$ cat config.mk
export PLATFORM = sky130hd
export DESIGN_NAME = log_record_deframer_crc32_core
export DESIGN_NICKNAME = d
export VERILOG_FILES = /design/src/hw/rtl/lrdc_pkg.sv /design/src/hw/rtl/log_record_deframer_crc32_core.sv /design/src/hw/rtl/lrdc_crc_byte.sv
export SDC_FILE = /design/constraint.sdc
export NUM_CORES = 1
export LEC_CHECK = 0
export BUFFER_PORTS_ARGS = -buffer_cell sky130_fd_sc_hd__buf_2
export CORE_ASPECT_RATIO = 0.6
export CORE_MARGIN = 5
export CORE_UTILIZATION = 40
export DETAILED_ROUTE_END_ITERATION = 10
export SLEW_MARGIN = 20
export SYNTH_ARGS = -nofsm -noshare
export SYNTH_HDL_FRONTEND = slang
export SYNTH_HIERARCHICAL = 1
export SYNTH_SLANG_ARGS = --single-unit
export TNS_END_PERCENT = 1
$ cat constraint.sdc
create_clock -name clk_i -period 4.85 [get_ports clk_i]
set_input_delay 1.2125 -clock clk_i [delete_from_list [all_inputs] [get_ports clk_i]]
set_output_delay 1.2125 -clock clk_i [all_outputs]
set_load 0.02 [all_outputs]
$ cat src/hw/rtl/lrdc_pkg.sv
package lrdc_pkg;

  localparam logic [31:0] REC_MAGIC = 32'h524C_4157;
  localparam logic [31:0] CRC_POLY  = 32'hEDB8_8320;
  localparam logic [31:0] CRC_INIT  = 32'hFFFF_FFFF;
  // index of the last header byte (header is 12 bytes)
  localparam logic [3:0]  HDR_LAST  = 4'd11;

  typedef enum logic [1:0] {
    PH_HEADER  = 2'd0,
    PH_PAYLOAD = 2'd1,
    PH_SKIP    = 2'd2
  } phase_e;

  typedef enum logic [2:0] {
    ST_NONE  = 3'd0,
    ST_OK    = 3'd1,
    ST_MAGIC = 3'd2,
    ST_CRC   = 3'd3,
    ST_TORN  = 3'd4
  } status_e;

  typedef enum logic [1:0] {
    HW_MAGIC  = 2'd0,
    HW_LENGTH = 2'd1,
    HW_CRC    = 2'd2
  } hdr_word_e;

  typedef struct packed {
    logic [7:0] data_byte;
    logic       end_of_log;
  } in_t;

  typedef struct packed {
    logic [7:0] payload_byte;
    logic       payload_valid;
    status_e    status;
    logic       log_end;
  } out_t;

endpackage

$ cat src/hw/rtl/log_record_deframer_crc32_core.sv
// Pipeline: input register, then result register; while the result is stalled, the next
// byte is held in the input register.
// Throughput: one byte per cycle while the result is not stalled; the byte-wide CRC-32
// update and the 32-bit payload counter set the cycle time.
// Reset: asynchronous, active low; empties both registers and returns the
// deframer to header scan with a fresh CRC.
module log_record_deframer_crc32_core (
  input  logic           clk_i,
  input  logic           rst_ni,
  input  logic           in_valid_i,
  output logic           in_stall_o,
  input  lrdc_pkg::in_t  in_data_i,
  output logic           out_valid_o,
  input  logic           out_stall_i,
  output lrdc_pkg::out_t out_data_o
);
  import lrdc_pkg::*;

  logic        in_valid_q;
  in_t         in_q;
  logic        out_valid_q;
  out_t        out_q, out_d;

  phase_e      phase_q, phase_d;
  logic [3:0]  hdr_cnt_q, hdr_cnt_d;
  logic [31:0] magic_q, magic_d;
  logic [31:0] len_q, len_d;
  logic [31:0] crcx_q, crcx_d;
  logic [31:0] crc_q, crc_d;
  logic [31:0] left_q, left_d;

  logic        advance, fire, eol;
  logic [7:0]  b;
  logic [31:0] byte_word, magic_new, len_new, crcx_new, crc_new, left_new;
  logic        hdr_last, magic_ok, len_zero, hdr_crc_ok, pay_done, pay_crc_ok;
  hdr_word_e   word_sel;

  assign advance    = !out_valid_q || !out_stall_i;
  assign fire       = in_valid_q && advance;
  assign in_stall_o = in_valid_q && !advance;

  assign b   = in_q.data_byte;
  assign eol = in_q.end_of_log;

  // header byte lands in its little-endian lane of the word it belongs to
  assign word_sel  = hdr_word_e'(hdr_cnt_q[3:2]);
  assign byte_word = {24'd0, b} << {hdr_cnt_q[1:0], 3'b000};
  assign magic_new = magic_q | ((word_sel == HW_MAGIC)  ? byte_word : 32'd0);
  assign len_new   = len_q   | ((word_sel == HW_LENGTH) ? byte_word : 32'd0);
  assign crcx_new  = crcx_q  | ((word_sel == HW_CRC)    ? byte_word : 32'd0);

  assign hdr_last   = (hdr_cnt_q == HDR_LAST);
  assign magic_ok   = (magic_new == REC_MAGIC);
  assign len_zero   = (len_new == 32'd0);
  // CRC of an empty payload is zero
  assign hdr_crc_ok = (crcx_new == 32'd0);

  lrdc_crc_byte u_crc (
    .crc_i  (crc_q),
    .byte_i (b),
    .crc_o  (crc_new)
  );

  assign left_new   = (left_q != 32'd0) ? left_q - 32'd1 : left_q;
  assign pay_done   = (left_new == 32'd0);
  assign pay_crc_ok = ((crc_new ^ CRC_INIT) == crcx_q);

  // next phase
  always_comb begin
    phase_d = phase_q;
    case (phase_q)
      PH_HEADER: begin
        if (hdr_last) begin
          if (!magic_ok) begin
            phase_d = PH_SKIP;
          end else if (len_zero) begin
            phase_d = hdr_crc_ok ? PH_HEADER : PH_SKIP;
          end else begin
            phase_d = PH_PAYLOAD;
          end
        end
      end
      PH_PAYLOAD: begin
        if (pay_done) begin
          phase_d = pay_crc_ok ? PH_HEADER : PH_SKIP;
        end
      end
      PH_SKIP: phase_d = PH_SKIP;
      default: phase_d = PH_HEADER;
    endcase
    if (eol) begin
      phase_d = PH_HEADER;
    end
  end

  // result and datapath state
  always_comb begin
    logic restart;
    restart            = eol;
    out_d.payload_byte  = 8'd0;
    out_d.payload_valid = 1'b0;
    out_d.status        = ST_NONE;
    out_d.log_end       = eol;
    hdr_cnt_d = hdr_cnt_q;
    magic_d   = magic_q;
    len_d     = len_q;
    crcx_d    = crcx_q;
    crc_d     = crc_q;
    left_d    = left_q;
    case (phase_q)
      PH_HEADER: begin
        magic_d   = magic_new;
        len_d     = len_new;
        crcx_d    = crcx_new;
        hdr_cnt_d = hdr_last ? 4'd0 : hdr_cnt_q + 4'd1;
        if (hdr_last) begin
          if (!magic_ok) begin
            out_d.status = ST_MAGIC;
          end else if (len_zero) begin
            if (hdr_crc_ok) begin
              out_d.status = ST_OK;
              restart      = 1'b1;
            end else begin
              out_d.status = eol ? ST_TORN : ST_CRC;
            end
          end else begin
            left_d       = len_new;
            crc_d        = CRC_INIT;
            out_d.status = eol ? ST_TORN : ST_NONE;
          end
        end else if (eol) begin
          out_d.status = ST_TORN;
        end
      end
      PH_PAYLOAD: begin
        out_d.payload_byte  = b;
        out_d.payload_valid = 1'b1;
        crc_d  = crc_new;
        left_d = left_new;
        if (pay_done) begin
          if (pay_crc_ok) begin
            out_d.status = ST_OK;
            restart      = 1'b1;
          end else begin
            out_d.status = eol ? ST_TORN : ST_CRC;
          end
        end else if (eol) begin
          out_d.status = ST_TORN;
        end
      end
      default: ;
    endcase
    if (restart) begin
      hdr_cnt_d = 4'd0;
      magic_d   = 32'd0;
      len_d     = 32'd0;
      crcx_d    = 32'd0;
      crc_d     = CRC_INIT;
      left_d    = 32'd0;
    end
  end

  always_ff @(posedge clk_i or negedge rst_ni) begin
    if (!rst_ni) begin
      in_valid_q  <= 1'b0;
      out_valid_q <= 1'b0;
      phase_q     <= PH_HEADER;
      hdr_cnt_q   <= 4'd0;
      magic_q     <= 32'd0;
      len_q       <= 32'd0;
      crcx_q      <= 32'd0;
      crc_q       <= CRC_INIT;
      left_q      <= 32'd0;
    end else begin
      if (!in_stall_o) begin
        in_valid_q <= in_valid_i;
      end
      if (advance) begin
        out_valid_q <= in_valid_q;
      end
      if (fire) begin
        phase_q   <= phase_d;
        hdr_cnt_q <= hdr_cnt_d;
        magic_q   <= magic_d;
        len_q     <= len_d;
        crcx_q    <= crcx_d;
        crc_q     <= crc_d;
        left_q    <= left_d;
      end
    end
  end

  always_ff @(posedge clk_i) begin
    if (!in_stall_o) begin
      in_q <= in_data_i;
    end
    if (fire) begin
      out_q <= out_d;
    end
  end

  assign out_valid_o = out_valid_q;
  assign out_data_o  = out_q;

endmodule

$ cat src/hw/rtl/lrdc_crc_byte.sv
module lrdc_crc_byte (
  input  logic [31:0] crc_i,
  input  logic [7:0]  byte_i,
  output logic [31:0] crc_o
);
  import lrdc_pkg::*;

  // reflected CRC-32, one byte per call: eight shift/xor steps
  always_comb begin
    logic [31:0] c;
    c = crc_i ^ {24'd0, byte_i};
    for (int i = 0; i < 8; i++) begin
      c = (c >> 1) ^ (c[0] ? CRC_POLY : 32'd0);
    end
    crc_o = c;
  end

endmodule

==> reports/metrics.cfg <==
[outcome]
status=completed

[cells_and_area]
area_delta_synth_final_pct=17.23
nNetsFinal=1258
layout.filler_cells=2568
final_common_cell=sky130_fd_sc_hd__nor2_1
layout-drive-gt1-share_pct=19.98
stdcell_count=1623
antenna_cells_inserted=0
top_library_cells_by_usage_in_the_layout_fill_and_taps_aside=164 x sky130_fd_sc_hd__nor2_1, 136 x sky130_fd_sc_hd__dfrtp_1, 77 x sky130_fd_sc_hd__a31oi_1, 76 x sky130_fd_sc_hd__buf_4, 61 x sky130_fd_sc_hd__a21oi_1

[yosys]
postSynthRegisterBits=190
synth-edff-count=22
synth.top_cell.area_share_pct=30.10
netlist_area_pre_place_um2=11310
postSynthCellCount=1200
mappedNetlistNets=1215
synth.lib_cells_used.distinct=87
ys_dominant_reg_cell=sky130_fd_sc_hd__dfrtp_1
synth_warnings=6
synth_largest_area_cell=sky130_fd_sc_hd__dfrtp_1
mean_post_synth_cell_area_um2=9.423
async_reset_ff_share_pct=88.42
synth-seq-area-share_pct=43.38
synth.top_cells.by_area=sky130_fd_sc_hd__dfrtp_1 30%, sky130_fd_sc_hd__dfstp_2 7.4%, sky130_fd_sc_hd__edfxtp_1 5.8%, sky130_fd_sc_hd__nor2_1 5.4%, sky130_fd_sc_hd__xnor2_1 4.9%

[routing]
drtPass1Iterations=7
drt_iter0_drc=1520
post_drt_via_cell_ratio=6.351
drt.antenna.violating_nets=0
detailroute.via_count=10310
wl_per_cell_um=24.36
routed_wl_um=39530
remaining_drc_errors=0

[setup_path]
worstPathArrival_ps=5130
ff2ff_path_depth=18
worst_r2r_startpoint=b[0]
worstSetupStartpointType=flop
cell_type_of_the_slowest_stage_on_the_worst_timing_path=sky130_fd_sc_hd__or4b_2
critical_path_required_ps=5240
crit_path_max_incr_delay_ps=620
ff2ff_setup_slack_ps=100
timing_worst_setup_path_type=reg2reg
regToRegEndpoint=crcx_q[22]
cp_cell_sequence=xnor2_4, buf_12, xnor2_4, xor2_2, xnor2_2, xnor2_1, or4b_2, or4_4, nor4_4, buf_4, o2111ai_1, or4_4, buf_4, a31oi_4, buf_12, buf_6, a31oi_1, nor2_1
crit_path_end_kind=flop
cp_max_fo=11

[power]
power_leakage_nw=5.584
ir_drop_worst_vdd_mv=0.2102
switchingPower_w=0.001654
total_power_w=0.004707
power_frac_clock_pct=32.2
power_per_cell_area_nw_per_um2=355.1
power.share.sequential_pct=37.4
power_switching_share_pct=35.14
pwr-share-comb_pct=30.4
internal-power_w=0.003053

[timing]
hold_violations=0
tightest_slew_ps=1011
maxSlewHeadroom_pct=32.37
final_min_period_over_clock_period_pct=97.85
clock-skew-final_ps=8.775
min_period_ps=4746
max_freq_mhz=210.7
report.final.slew_viol_count=0
setup_viols_final=0

[floorplan]
die_height_um=140.2
die_w_um=227.1
pin_count=28
rows=47
start_util_pct=40.82
die_area_um2=31840
floorplan.core_area_um2=27700

[run]
max_cap_violations=0

[global_route]
track_usage_pct=24.32
antenna_found_initial=0
first_global_vias=9450
global_route_wire_length_before_repair_um=59360
grt.overflow.total=0
largest_net_degree_at_the_start_of_global_routing=83

[cts]
h-tree-depth=4
cts_tree=yes
cts.sinks=190
cts_hold_repair.buffers=0
clockBufferDepth=2
clk_root_buffer_cell=sky130_fd_sc_hd__clkbuf_16
clkTransAtPathRegs_ps=70
tritoncts.num_buffers=17
insertion_delay_ps=460

[hold_path]
worst_hold_path.num_cells=2
worst_hold_startpoint=len_q[5]
min_delay_worst_endpoint=len_q[5]
min-delay-path-class=reg2reg

[placed_design]
dp.final_hpwl_um=28050
dp_cells=1577
gp_congestion=1.040
portBuffers=27

## synthesized netlist by cell type, types with 5 or more instances
| cell type | number |
|---|---|
| sky130_fd_sc_hd__a211oi_1 | 10 |
| sky130_fd_sc_hd__a21oi_1 | 62 |
| sky130_fd_sc_hd__a31oi_1 | 77 |
| sky130_fd_sc_hd__a32o_1 | 7 |
| sky130_fd_sc_hd__a41oi_1 | 6 |
| sky130_fd_sc_hd__and2_1 | 22 |
| sky130_fd_sc_hd__and3_1 | 6 |
| sky130_fd_sc_hd__buf_2 | 17 |
| sky130_fd_sc_hd__clkbuf_1 | 67 |
| sky130_fd_sc_hd__dfrtp_1 | 136 |
| sky130_fd_sc_hd__dfstp_2 | 32 |
| sky130_fd_sc_hd__edfxtp_1 | 22 |
| sky130_fd_sc_hd__inv_1 | 10 |
| sky130_fd_sc_hd__mux2_2 | 7 |
| sky130_fd_sc_hd__nand2_1 | 43 |
| sky130_fd_sc_hd__nand2b_1 | 14 |
| sky130_fd_sc_hd__nand3_1 | 13 |
| sky130_fd_sc_hd__nand4_1 | 13 |
| sky130_fd_sc_hd__nand4b_1 | 6 |
| sky130_fd_sc_hd__nor2_1 | 164 |
| sky130_fd_sc_hd__nor2b_1 | 15 |
| sky130_fd_sc_hd__nor3_1 | 30 |
| sky130_fd_sc_hd__nor3b_1 | 7 |
| sky130_fd_sc_hd__nor4_1 | 50 |
| sky130_fd_sc_hd__nor4b_1 | 5 |
| sky130_fd_sc_hd__o211ai_1 | 6 |
| sky130_fd_sc_hd__o21ai_0 | 54 |
| sky130_fd_sc_hd__o221ai_1 | 5 |
| sky130_fd_sc_hd__o22a_1 | 33 |
| sky130_fd_sc_hd__o2bb2ai_1 | 22 |
| sky130_fd_sc_hd__o31ai_1 | 9 |
| sky130_fd_sc_hd__or3_1 | 13 |
| sky130_fd_sc_hd__or3b_2 | 6 |
| sky130_fd_sc_hd__or4_1 | 16 |
| sky130_fd_sc_hd__xnor2_1 | 63 |
| sky130_fd_sc_hd__xnor2_4 | 5 |
| sky130_fd_sc_hd__xor2_1 | 30 |
## flip-flops by register name, indices dropped and copies added, names as in the netlist
signal	cells
crcx_q	32
out_data_o	13
b	8
len_q	32
crc_q	32
eol	1
magic_q	32
left_q	32
phase_q	2
in_valid_q	1
hdr_cnt_q	4
out_valid_o	1
## power by group through the flow
stage / sequential (W) / clock, W / combinational [W]
5_1_grt: 0.00177 / 0.00160 / 0.00151
3_5_place_dp: 0.00178 / 0 / 0.00127
2_1_floorplan: 0.00175 / 0 / 0.000826
6_report: 0.00176 / 0.00152 / 0.00143
3_3_place_gp: 0.00178 / 0 / 0.00127
4_1_cts: 0.00175 / 0.00154 / 0.00128
## worst max-delay path by stage
stage,startpoint,to,cells past startpoint
2_1_floorplan,b[0],magic_q[11],15
5_1_grt,b[0],crcx_q[0],17
3_3_place_gp,b[1],crcx_q[25],16
4_1_cts,b[0],crcx_q[25],16
6_report,b[0],crcx_q[22],18
3_5_place_dp,b[0],crcx_q[25],16
## per-stage QoR
step                hold WS [ps]  TNS, ps  util (%)  setup WS [ps]  area (µm²)
CTS                        487.8        0     46.37          10.36       12840
global placement           464.9    -2341     44.10         -92.51       12210
floorplan                  424.4        0         -          618.4       11310
finish                     485.7        0     47.86          104.2       13260
detailed placement         471.8    -4779     44.10         -86.81       12210
global route               521.8    -1511     47.86         -53.14       13260
## repair_timing
item	4_1_cts	5_1_grt
cloned	0	4
endpoints found under the setup margin	109	157
pin swaps	2	9
gates resized for setup	1	27
buffers inserted	0	10
## routing by layer
layer / wire, µm / global-route usage (%) / vias to the layer above
li1: - / - / 4552
met1: 18680 / 39.49 / 5038
met2: 14070 / 27.91 / 665
met3: 6170 / 12.09 / 53
met4: 607 / 4.497 / 0
met5: 0 / 0 / -
## critical path, delay by kind of cell (launching register included)
family	cells	cell delay (ps)
compound gates	3	450
simple gates	5	1940
flops	1	480
xor+xnor	5	970
buf+inv	5	840
## layout make-up
class                           count  area [µm²]  share of cell area [%]
Tap cell                          367       459.2                   3.464
Timing Repair Buffer              120        1050                   7.920
Sequential cell                   190        4905                   37.00
Inverter                           12       45.04                  0.3398
Clock buffer                       20       478.0                   3.606
Clock inverter                     12       146.4                   1.104
Multi-Input combinational cell    902        6172                   46.56
## cells by family (layout without fill, tap and decap cells)
group	after synthesis	count (layout)	synth area share (%)
AO/OA/AOI/OAI	336	336	20.29
XOR/XNOR	108	108	10.14
adder cells (fa/ha/maj)	2	2	0.2213
buffers and inverters	108	164	4.172
flip-flops	190	190	43.38
multiplexers	9	9	0.8742
AND/OR/NAND/NOR	447	447	20.93
(Power assumes the default switching activity.)
